===== src/pvl_pkg.sv =====
// shared types, constants and operation codes for the pi voltage loop core
`default_nettype none

package pvl_pkg;

    // adc width actually used from the feedback sample
    localparam int ADC_BITS = 12;
    localparam int SAMPLE_W = 12;
    localparam logic [SAMPLE_W-1:0] SAMPLE_MASK =
        (ADC_BITS >= SAMPLE_W) ? {SAMPLE_W{1'b1}} : SAMPLE_W'((1 << ADC_BITS) - 1);

    // configuration register indexes
    localparam logic [2:0] REG_SETPOINT_LEVEL = 3'd0;
    localparam logic [2:0] REG_FEEDBACK_GAIN  = 3'd1;
    localparam logic [2:0] REG_PROP_GAIN      = 3'd2;
    localparam logic [2:0] REG_INT_GAIN       = 3'd3;
    localparam logic [2:0] REG_INT_STEP       = 3'd4;
    localparam logic [2:0] REG_OUTPUT_UPPER   = 3'd5;
    localparam logic [2:0] REG_OUTPUT_LOWER   = 3'd6;
    localparam logic [2:0] REG_PERIOD_COUNT   = 3'd7;

    // register reset values
    localparam logic [16:0] SETPOINT_LEVEL_RST = 17'd39322;
    localparam logic [15:0] FEEDBACK_GAIN_RST  = 16'd64503;
    localparam logic [15:0] PROP_GAIN_RST      = 16'd256;
    localparam logic [15:0] INT_GAIN_RST       = 16'd3072;
    localparam logic [15:0] INT_STEP_RST       = 16'd33;
    localparam logic [16:0] OUTPUT_UPPER_RST   = 17'd65536;
    localparam logic [16:0] OUTPUT_LOWER_RST   = 17'd0;
    localparam logic [15:0] PERIOD_COUNT_RST   = 16'd2880;

    localparam logic signed [47:0] INTEG_MAX = 48'sh7FFF_FFFF_FFFF;
    localparam logic signed [47:0] INTEG_MIN = 48'sh8000_0000_0000;

    typedef struct packed {
        logic [16:0] setpoint_level;
        logic [15:0] feedback_gain;
        logic [15:0] prop_gain;
        logic [15:0] int_gain;
        logic [15:0] int_step;
        logic [16:0] output_upper;
        logic [16:0] output_lower;
        logic [15:0] period_count;
    } cfg_t;

    // datapath operation codes, one per sequencer step
    typedef logic [3:0] op_t;
    localparam op_t OP_NONE = 4'd0;
    localparam op_t OP_LOAD = 4'd1;
    localparam op_t OP_FB   = 4'd2;
    localparam op_t OP_ILO  = 4'd3;
    localparam op_t OP_IHI  = 4'd4;
    localparam op_t OP_P    = 4'd5;
    localparam op_t OP_STEP = 4'd6;
    localparam op_t OP_UPD  = 4'd7;
    localparam op_t OP_DUTY = 4'd8;
    localparam op_t OP_OUT  = 4'd9;

    typedef struct packed {
        op_t op;
    } dp_cmd_t;

endpackage

`default_nettype wire


===== src/pi_voltage_loop_pwm_core.sv =====
// top level of the pi voltage loop with pwm duty output
// One feedback adc word per control tick goes in on the s_axis side; one result word comes
// out on the m_axis side with the pwm compare count and the clamp and hold flags. A new item
// is accepted only once the previous one has left the sequencer; a single 25x17 multiplier
// is shared by the six products of a tick (feedback scaling, two halves of the integral term,
// proportional term, integrator step and duty scaling). The finished result sits in an output
// register, so a new sample is taken while the previous result still waits. The apb registers
// must be written only while no tick is in flight; the block itself does not enforce this.
// The integrator resets to zero.
`default_nettype none

module pi_voltage_loop_pwm_core (
    input  wire logic        clk,
    input  wire logic        rst_n,
    input  wire logic        s_axis_tvalid,
    output logic             s_axis_tready,
    input  wire logic [15:0] s_axis_tdata,   // [11:0] feedback_sample, [15:12] zero
    output logic             m_axis_tvalid,
    input  wire logic        m_axis_tready,
    output logic [23:0]      m_axis_tdata,   // [15:0] duty_count, [16] clamped_high,
                                             // [17] clamped_low, [18] integrator_held,
                                             // [23:19] zero
    input  wire logic        psel,
    input  wire logic        penable,
    input  wire logic        pwrite,
    input  wire logic [4:0]  paddr,
    input  wire logic [31:0] pwdata,
    output logic [31:0]      prdata,
    output logic             pready
);

    pvl_pkg::cfg_t    cfg;
    pvl_pkg::dp_cmd_t cmd;
    logic [15:0]      duty_count;
    logic             clamped_high;
    logic             clamped_low;
    logic             integrator_held;

    pvl_regs u_regs (
        .clk     (clk),
        .rst_n   (rst_n),
        .psel    (psel),
        .penable (penable),
        .pwrite  (pwrite),
        .paddr   (paddr),
        .pwdata  (pwdata),
        .prdata  (prdata),
        .pready  (pready),
        .cfg     (cfg)
    );

    pvl_ctrl u_ctrl (
        .clk       (clk),
        .rst_n     (rst_n),
        .in_valid  (s_axis_tvalid),
        .in_ready  (s_axis_tready),
        .out_valid (m_axis_tvalid),
        .out_ready (m_axis_tready),
        .cmd       (cmd)
    );

    pvl_dp u_dp (
        .clk             (clk),
        .rst_n           (rst_n),
        .cfg             (cfg),
        .cmd             (cmd),
        .feedback_sample (s_axis_tdata[11:0]),
        .duty_count      (duty_count),
        .clamped_high    (clamped_high),
        .clamped_low     (clamped_low),
        .integrator_held (integrator_held)
    );

    assign m_axis_tdata = {5'd0, integrator_held, clamped_low, clamped_high, duty_count};

endmodule

`default_nettype wire


===== src/pvl_regs.sv =====
// apb configuration register file
`default_nettype none

module pvl_regs (
    input  wire logic         clk,
    input  wire logic         rst_n,
    input  wire logic         psel,
    input  wire logic         penable,
    input  wire logic         pwrite,
    input  wire logic [4:0]   paddr,
    input  wire logic [31:0]  pwdata,
    output logic [31:0]       prdata,
    output logic              pready,
    output pvl_pkg::cfg_t     cfg
);

    logic [16:0] setpoint_level_reg;
    logic [15:0] feedback_gain_reg;
    logic [15:0] prop_gain_reg;
    logic [15:0] int_gain_reg;
    logic [15:0] int_step_reg;
    logic [16:0] output_upper_reg;
    logic [16:0] output_lower_reg;
    logic [15:0] period_count_reg;
    logic        wr_en;
    logic [2:0]  idx;

    assign pready = 1'b1;
    assign wr_en  = psel & penable & pwrite & pready;
    assign idx    = paddr[4:2];

    always_ff @(posedge clk or negedge rst_n)
    begin
        if (!rst_n)
        begin
            setpoint_level_reg <= pvl_pkg::SETPOINT_LEVEL_RST;
            feedback_gain_reg  <= pvl_pkg::FEEDBACK_GAIN_RST;
            prop_gain_reg      <= pvl_pkg::PROP_GAIN_RST;
            int_gain_reg       <= pvl_pkg::INT_GAIN_RST;
            int_step_reg       <= pvl_pkg::INT_STEP_RST;
            output_upper_reg   <= pvl_pkg::OUTPUT_UPPER_RST;
            output_lower_reg   <= pvl_pkg::OUTPUT_LOWER_RST;
            period_count_reg   <= pvl_pkg::PERIOD_COUNT_RST;
        end
        else if (wr_en)
        begin
            unique case (idx)
                pvl_pkg::REG_SETPOINT_LEVEL: setpoint_level_reg <= pwdata[16:0];
                pvl_pkg::REG_FEEDBACK_GAIN:  feedback_gain_reg  <= pwdata[15:0];
                pvl_pkg::REG_PROP_GAIN:      prop_gain_reg      <= pwdata[15:0];
                pvl_pkg::REG_INT_GAIN:       int_gain_reg       <= pwdata[15:0];
                pvl_pkg::REG_INT_STEP:       int_step_reg       <= pwdata[15:0];
                pvl_pkg::REG_OUTPUT_UPPER:   output_upper_reg   <= pwdata[16:0];
                pvl_pkg::REG_OUTPUT_LOWER:   output_lower_reg   <= pwdata[16:0];
                pvl_pkg::REG_PERIOD_COUNT:   period_count_reg   <= pwdata[15:0];
                default:                     ;
            endcase
        end
    end

    always_comb
    begin
        unique case (idx)
            pvl_pkg::REG_SETPOINT_LEVEL: prdata = {15'd0, setpoint_level_reg};
            pvl_pkg::REG_FEEDBACK_GAIN:  prdata = {16'd0, feedback_gain_reg};
            pvl_pkg::REG_PROP_GAIN:      prdata = {16'd0, prop_gain_reg};
            pvl_pkg::REG_INT_GAIN:       prdata = {16'd0, int_gain_reg};
            pvl_pkg::REG_INT_STEP:       prdata = {16'd0, int_step_reg};
            pvl_pkg::REG_OUTPUT_UPPER:   prdata = {15'd0, output_upper_reg};
            pvl_pkg::REG_OUTPUT_LOWER:   prdata = {15'd0, output_lower_reg};
            pvl_pkg::REG_PERIOD_COUNT:   prdata = {16'd0, period_count_reg};
            default:                     prdata = 32'd0;
        endcase
    end

    assign cfg.setpoint_level = setpoint_level_reg;
    assign cfg.feedback_gain  = feedback_gain_reg;
    assign cfg.prop_gain      = prop_gain_reg;
    assign cfg.int_gain       = int_gain_reg;
    assign cfg.int_step       = int_step_reg;
    assign cfg.output_upper   = output_upper_reg;
    assign cfg.output_lower   = output_lower_reg;
    assign cfg.period_count   = period_count_reg;

endmodule

`default_nettype wire


===== src/pvl_ctrl.sv =====
// sequencer for the shared-multiplier pi datapath and the stream handshakes
`default_nettype none

module pvl_ctrl (
    input  wire logic        clk,
    input  wire logic        rst_n,
    input  wire logic        in_valid,
    output logic             in_ready,
    output logic             out_valid,
    input  wire logic        out_ready,
    output pvl_pkg::dp_cmd_t cmd
);

    localparam logic [3:0] S_IDLE = 4'd0;
    localparam logic [3:0] S_FB   = 4'd1;
    localparam logic [3:0] S_ILO  = 4'd2;
    localparam logic [3:0] S_IHI  = 4'd3;
    localparam logic [3:0] S_P    = 4'd4;
    localparam logic [3:0] S_STEP = 4'd5;
    localparam logic [3:0] S_UPD  = 4'd6;
    localparam logic [3:0] S_DUTY = 4'd7;
    localparam logic [3:0] S_OUT  = 4'd8;

    logic [3:0] state_reg;
    logic [3:0] state_next;
    logic       out_valid_reg;
    logic       out_valid_next;
    logic       load_out;

    // result slot is free when empty or being drained this cycle
    assign load_out = (state_reg == S_OUT) && (!out_valid_reg || out_ready);

    always_comb
    begin
        state_next = state_reg;
        cmd.op     = pvl_pkg::OP_NONE;
        unique case (state_reg)
            S_IDLE:
            begin
                if (in_valid)
                begin
                    cmd.op     = pvl_pkg::OP_LOAD;
                    state_next = S_FB;
                end
            end
            S_FB:
            begin
                cmd.op     = pvl_pkg::OP_FB;
                state_next = S_ILO;
            end
            S_ILO:
            begin
                cmd.op     = pvl_pkg::OP_ILO;
                state_next = S_IHI;
            end
            S_IHI:
            begin
                cmd.op     = pvl_pkg::OP_IHI;
                state_next = S_P;
            end
            S_P:
            begin
                cmd.op     = pvl_pkg::OP_P;
                state_next = S_STEP;
            end
            S_STEP:
            begin
                cmd.op     = pvl_pkg::OP_STEP;
                state_next = S_UPD;
            end
            S_UPD:
            begin
                cmd.op     = pvl_pkg::OP_UPD;
                state_next = S_DUTY;
            end
            S_DUTY:
            begin
                cmd.op     = pvl_pkg::OP_DUTY;
                state_next = S_OUT;
            end
            S_OUT:
            begin
                if (load_out)
                begin
                    cmd.op     = pvl_pkg::OP_OUT;
                    state_next = S_IDLE;
                end
            end
            default:
            begin
                state_next = S_IDLE;
            end
        endcase
    end

    always_comb
    begin
        if (load_out)
        begin
            out_valid_next = 1'b1;
        end
        else if (out_ready)
        begin
            out_valid_next = 1'b0;
        end
        else
        begin
            out_valid_next = out_valid_reg;
        end
    end

    always_ff @(posedge clk or negedge rst_n)
    begin
        if (!rst_n)
        begin
            state_reg     <= S_IDLE;
            out_valid_reg <= 1'b0;
        end
        else
        begin
            state_reg     <= state_next;
            out_valid_reg <= out_valid_next;
        end
    end

    assign in_ready  = (state_reg == S_IDLE);
    assign out_valid = out_valid_reg;

endmodule

`default_nettype wire


===== src/pvl_dp.sv =====
// pi datapath: one shared multiplier, accumulator, clamp, integrator and result register
`default_nettype none

module pvl_dp (
    input  wire logic             clk,
    input  wire logic             rst_n,
    input  wire pvl_pkg::cfg_t    cfg,
    input  wire pvl_pkg::dp_cmd_t cmd,
    input  wire logic [11:0]      feedback_sample,
    output logic [15:0]           duty_count,
    output logic                  clamped_high,
    output logic                  clamped_low,
    output logic                  integrator_held
);

    logic [11:0]         sample_reg;
    logic signed [41:0]  prod_reg;
    logic signed [17:0]  err_reg;
    logic signed [42:0]  acc_reg;
    logic signed [47:0]  integ_reg;
    logic [16:0]         clamped_reg;
    logic                hi_reg;
    logic                lo_reg;
    logic                held_reg;
    logic [15:0]         duty_count_reg;
    logic                clamped_high_reg;
    logic                clamped_low_reg;
    logic                integrator_held_reg;

    logic signed [24:0]  mul_a;
    logic signed [16:0]  mul_b;
    logic signed [41:0]  mul_p;

    logic signed [42:0]  upper_s;
    logic signed [42:0]  lower_s;
    logic                above;
    logic                below;
    logic                integrate;
    logic signed [48:0]  sum;
    logic signed [47:0]  sum_sat;
    logic [15:0]         duty_sat;

    // operand selection for the shared 25x17 multiplier
    always_comb
    begin
        mul_a = 25'sd0;
        mul_b = 17'sd0;
        unique case (cmd.op)
            pvl_pkg::OP_FB:
            begin
                mul_a = {13'd0, sample_reg};
                mul_b = {1'b0, cfg.feedback_gain};
            end
            pvl_pkg::OP_ILO:
            begin
                mul_a = {1'b0, integ_reg[23:0]};
                mul_b = {1'b0, cfg.int_gain};
            end
            pvl_pkg::OP_IHI:
            begin
                mul_a = {integ_reg[47], integ_reg[47:24]};
                mul_b = {1'b0, cfg.int_gain};
            end
            pvl_pkg::OP_P:
            begin
                mul_a = {{7{err_reg[17]}}, err_reg};
                mul_b = {1'b0, cfg.prop_gain};
            end
            pvl_pkg::OP_STEP:
            begin
                mul_a = {{7{err_reg[17]}}, err_reg};
                mul_b = {1'b0, cfg.int_step};
            end
            pvl_pkg::OP_DUTY:
            begin
                mul_a = {8'd0, clamped_reg};
                mul_b = {1'b0, cfg.period_count};
            end
            default:
            begin
                mul_a = 25'sd0;
                mul_b = 17'sd0;
            end
        endcase
    end

    assign mul_p = mul_a * mul_b;

    // clamp and conditional integration, evaluated in the update step
    assign upper_s   = {26'd0, cfg.output_upper};
    assign lower_s   = {26'd0, cfg.output_lower};
    assign above     = acc_reg > upper_s;
    assign below     = acc_reg < lower_s;
    assign integrate = ((err_reg > 18'sd0) && (acc_reg < upper_s)) ||
                       ((err_reg < 18'sd0) && (acc_reg > lower_s));
    assign sum       = {integ_reg[47], integ_reg} + {{7{prod_reg[41]}}, prod_reg};

    always_comb
    begin
        unique case (sum[48:47])
            2'b01:   sum_sat = pvl_pkg::INTEG_MAX;
            2'b10:   sum_sat = pvl_pkg::INTEG_MIN;
            default: sum_sat = sum[47:0];
        endcase
    end

    // duty product is at most 17 bits after the shift
    assign duty_sat = prod_reg[32] ? 16'hFFFF : prod_reg[31:16];

    always_ff @(posedge clk)
    begin
        // product holds while the finished tick waits for the result register
        if (cmd.op != pvl_pkg::OP_NONE)
        begin
            prod_reg <= mul_p;
        end
        unique case (cmd.op)
            pvl_pkg::OP_LOAD:
            begin
                sample_reg <= feedback_sample & pvl_pkg::SAMPLE_MASK;
            end
            pvl_pkg::OP_ILO:
            begin
                err_reg <= $signed({1'b0, cfg.setpoint_level}) -
                           $signed({2'b00, prod_reg[27:12]});
            end
            pvl_pkg::OP_IHI:
            begin
                acc_reg <= {27'd0, prod_reg[39:24]};
            end
            pvl_pkg::OP_P:
            begin
                acc_reg <= acc_reg + {prod_reg[41], prod_reg};
            end
            pvl_pkg::OP_STEP:
            begin
                acc_reg <= acc_reg + {{9{prod_reg[41]}}, prod_reg[41:8]};
            end
            pvl_pkg::OP_UPD:
            begin
                hi_reg   <= above;
                lo_reg   <= !above && below;
                held_reg <= !integrate;
                if (above)
                begin
                    clamped_reg <= cfg.output_upper;
                end
                else if (below)
                begin
                    clamped_reg <= cfg.output_lower;
                end
                else
                begin
                    clamped_reg <= acc_reg[16:0];
                end
            end
            pvl_pkg::OP_OUT:
            begin
                duty_count_reg      <= duty_sat;
                clamped_high_reg    <= hi_reg;
                clamped_low_reg     <= lo_reg;
                integrator_held_reg <= held_reg;
            end
            default:
            begin
            end
        endcase
    end

    always_ff @(posedge clk or negedge rst_n)
    begin
        if (!rst_n)
        begin
            integ_reg <= 48'sd0;
        end
        else if ((cmd.op == pvl_pkg::OP_UPD) && integrate)
        begin
            integ_reg <= sum_sat;
        end
    end

    assign duty_count      = duty_count_reg;
    assign clamped_high    = clamped_high_reg;
    assign clamped_low     = clamped_low_reg;
    assign integrator_held = integrator_held_reg;

endmodule

`default_nettype wire

===== config.mk =====
export PLATFORM = sky130hd
export DESIGN_NAME = pi_voltage_loop_pwm_core
export DESIGN_NICKNAME = d
export VERILOG_FILES = /design/src/pvl_pkg.sv /design/src/pi_voltage_loop_pwm_core.sv /design/src/pvl_regs.sv /design/src/pvl_ctrl.sv /design/src/pvl_dp.sv
export SDC_FILE = /design/constraint.sdc
export NUM_CORES = 2
export LEC_CHECK = 0
export BUFFER_PORTS_ARGS = -buffer_cell sky130_fd_sc_hd__buf_2
export CAP_MARGIN = 0
export CORE_UTILIZATION = 40
export DETAILED_ROUTE_END_ITERATION = 8
export PLACE_DENSITY_LB_ADDON = 0.3
export SLEW_MARGIN = 0
export SYNTH_ARGS = -nofsm -noshare
export SYNTH_HDL_FRONTEND = slang
export SYNTH_SLANG_ARGS = --single-unit

===== constraint.sdc =====
create_clock -name clk -period 25.2 [get_ports clk]
set_input_delay 1.26 -clock clk [delete_from_list [all_inputs] [get_ports clk]]
set_output_delay 1.26 -clock clk [all_outputs]
set_load 0.03 [all_outputs]

==> impl_metrics.csv <==
group,metric,value,unit
status,status,"finished, violations left",
status,violations,"design-rule violations",
detailed_routing,drc,12,
synthesis,syn_area,35800,um2
cells_and_area,finalNonFillerCells,5144,
worst_setup_path,end_kind,"register",
floorplan,core,88500,um2
synthesis,synth-compound-area-share,13.9,%
timing,setup_violations,0,
detailed_routing,vias,28800,
synthesis,yosysWarnings,0,
synthesis,avgSynthCellArea,9.10,um2
placement,dpl.hpwl,87.6,mm
worst_setup_path,rrSetupSlack,14.72,ns
clocking,clkSinkCount,338,
cells_and_area,largest_register_ffs,48,
cells_and_area,final_layout_size_suffix_gt1_share,10.1,%
timing,slew_headroom,17.7,%
synthesis,synth.distinct_cells,86,
timing,worst_slew_pin_slew,1.23,ns
hold_path,hold_class,"register to register",
cells_and_area,layout.nets,4643,
detailed_routing,dr.pass1.iters,8,
clocking,clkTransAtPathRegs,0.06,ns
synthesis,synth_top_family_by_area,"adder cells",
synthesis,synthMuxAreaShare,4.28,%
timing,post-route-period-util,42.0,%
worst_setup_path,cpPeakStageDelay,0.88,ns
placement,dp_cells,5068,
floorplan,die-area,90700,um2
worst_setup_path,cp_top_family,"adder cells",
worst_setup_path,critPathBufInv,7,
detailed_routing,initialDrtViolationCount,2769,
clocking,clockBufferDepth,3,
detailed_routing,antenna_left,0,
floorplan,ios,119,
synthesis,ys_ff_latch,338,
global_route,grt_max_degree,89,
worst_setup_path,cp.required,25.52,ns
placement,port_buffers,76,
synthesis,synth_top_flop_cell,"edfxtp_1",
clocking,holdBufCountCts,0,
worst_setup_path,critPathMaxFanout,20,
global_route,grt_usage,25.8,%
timing,holdWs,0.426,ns
worst_setup_path,critPathSlowestCell,"nand3_1",
synthesis,yosysSeqAreaShare,25.9,%
synthesis,synth_edf_count,154,
timing,rsz0062_at_grt,"no",
global_route,grt_pass1_vias,28600,
clocking,cts_made_buffers,39,
floorplan,core.rowCount,109,
timing,fin_skew,0.0412,ns
detailed_routing,wl_per_cell,22.3,um
synthesis,async_reset_ff_share,54.4,%
global_route,grt_first_pass_wirelength,177,mm
timing,slew_viol_final,0,
worst_setup_path,critPathLaunchType,"input port",
clocking,clk_latency,0.62,ns
timing,finalSetupTns,0,ns
cells_and_area,area_delta_synth_final,8.42,%
worst_setup_path,critical_path_class,"input port to register",
synthesis,synth-simple-area-share,13.9,%
flow_run,cap_violations,0,
floorplan,die_w,301,um
placement,place_congestion,0.950,
timing,finalHoldViolCount,0,
clocking,cts_tree,"built",
floorplan,initial_core_util,40.5,%
synthesis,synth-xor-area-share,3.08,%
clocking,clockRootBuffer,"clkbuf_16",
detailed_routing,drt-total-wl,115,mm
worst_setup_path,crit_arrival,10.90,ns
global_route,grt_overflow,0,
synthesis,synth_adder_area_share,30.6,%
floorplan,fp.dieH,301,um
global_route,antenna_found_initial,3,
clocking,cts_resized,0,
timing,max_freq,94.5,MHz
synthesis,synth_cells,3935,
timing,min_period,10.58,ns
clocking,postCtsSetupRepairBufs,0,
worst_setup_path,critPathMostFrequentCell,"fa_1",
clocking,h-tree-depth,2,
detailed_routing,viasPerCell,5.61,
-- synthesized netlist by cell type, types with 9 or more instances --
cell type  number  area share (%)
buf_2          32            0.45
o211ai_1       14            0.29
o22ai_1        12            0.21
nand2b_1       14            0.24
nor2b_1        25            0.44
a211oi_1       24            0.50
a211o_1        15            0.37
nor2_1        391             4.1
or2_2          22            0.38
xor2_1         39            0.95
fa_1          394              22
dfrtp_1       152              11
a22o_1         18            0.44
o21a_1         17            0.36
and3_1         16            0.28
o21bai_1       13            0.27
o31ai_1        12            0.25
and2_1         14            0.24
a21o_1         64             1.3
edfxtp_1      154              13
nand3_1        57            0.80
a221oi_1       20            0.49
a31oi_1        28            0.49
nor4_1         21            0.37
ha_1          245             8.6
clkbuf_1      125             1.3
dfstp_2        32             2.3
a22oi_1         9            0.19
buf_4          24            0.50
a21oi_1       243             3.4
mux2i_1        27            0.75
nand2_1       507             5.3
inv_1         566             5.9
a222oi_1       16            0.45
nand4_1        28            0.49
a221o_1        15            0.42
nor3_1         32            0.45
mux2_2        102             3.2
xnor2_1        87             2.1
a21boi_0       11            0.23
o21ai_0       186             2.6
-- cell usage in the layout, fill, tap and decap left out, types with 87 or more instances in the layout --
| cell | instances |
|---|---|
| inv_1 | 566 |
| nand2_1 | 507 |
| fa_1 | 394 |
| nor2_1 | 388 |
| ha_1 | 245 |
| a21oi_1 | 238 |
| o21ai_0 | 185 |
| edfxtp_1 | 154 |
| dfrtp_1 | 152 |
| mux2_2 | 102 |
| xnor2_1 | 87 |
-- worst register-to-register path: cells and delay by family (launching register included) --
family          cells  cell delay (ns)
compound gates      9             2.56
xor+xnor            1             0.10
fa+ha+maj           7             3.41
buf+inv             6             1.12
flops               1             0.55
simple gates        7             2.50
-- cell families (layout without fill, tap and decap cells) --
group,Yosys count,in the layout
adders and majority gates,639,639
and+or+nand+nor,1162,1162
xor gates and xnor gates,126,126
other,2,25
muxes,134,134
buffers and inverters,757,778
DFF,338,338
AOI/OAI and AO/OA,777,777
-- path summary, 6_finish.rpt --
kind	startpoint	endpoint	depth (start not counted)
max	m_axis_tready	u_dp.prod_reg[41]$_DFFE_PP_	31
min	u_dp.lo_reg$_DFFE_PP_	u_dp.clamped_low$_DFFE_PN_	0
max reg2reg	u_ctrl.state_reg[0]$_DFFE_PN0P_	u_dp.prod_reg[41]$_DFFE_PP_	30
min reg2reg	u_dp.lo_reg$_DFFE_PP_	u_dp.clamped_low$_DFFE_PN_	0
max in group asynchronous	rst_n	u_regs.period_count_reg[2]$_DFFE_PN0P_	2
min in group asynchronous	rst_n	u_regs.output_upper_reg[14]$_DFFE_PN0P_	1
-- layout make-up --
type | instances | area (um2)
diodes | 4 | 10.0
clock buffers | 55 | 1110
fillers | 8588 | 49700
well taps | 1165 | 1460
clock inverters | 17 | 203
flip-flops and latches | 338 | 9270
multi-input cells | 2859 | 23800
repair buffers | 139 | 862
inverters | 567 | 2130
-- metrics by stage --
| step | util (%) | setup WS (ns) | area (um2) |
|---|---|---|---|
| after floorplan | - | 15.86 | 35900 |
| after global placement | 42.4 | 14.14 | 37500 |
| after detailed placement | 42.4 | 14.11 | 37500 |
| after CTS | 43.9 | 14.69 | 38800 |
| after global routing | 43.9 | 14.18 | 38800 |
| final | 43.9 | 14.62 | 38800 |
-- per-layer routing --
metal | global-route usage (%) | wire length (um) | up-vias
met5 | 0 | 0 | -
met4 | 9.87 | 4940 | 0
met3 | 3.59 | 8080 | 193
met2 | 40.0 | 51500 | 1035
met1 | 36.3 | 50100 | 14500
li1 | - | - | 13100
Power is left out: the tool's default activity adds up to more than one toggle a clock period on the data nets, which glitch-free logic cannot reach.
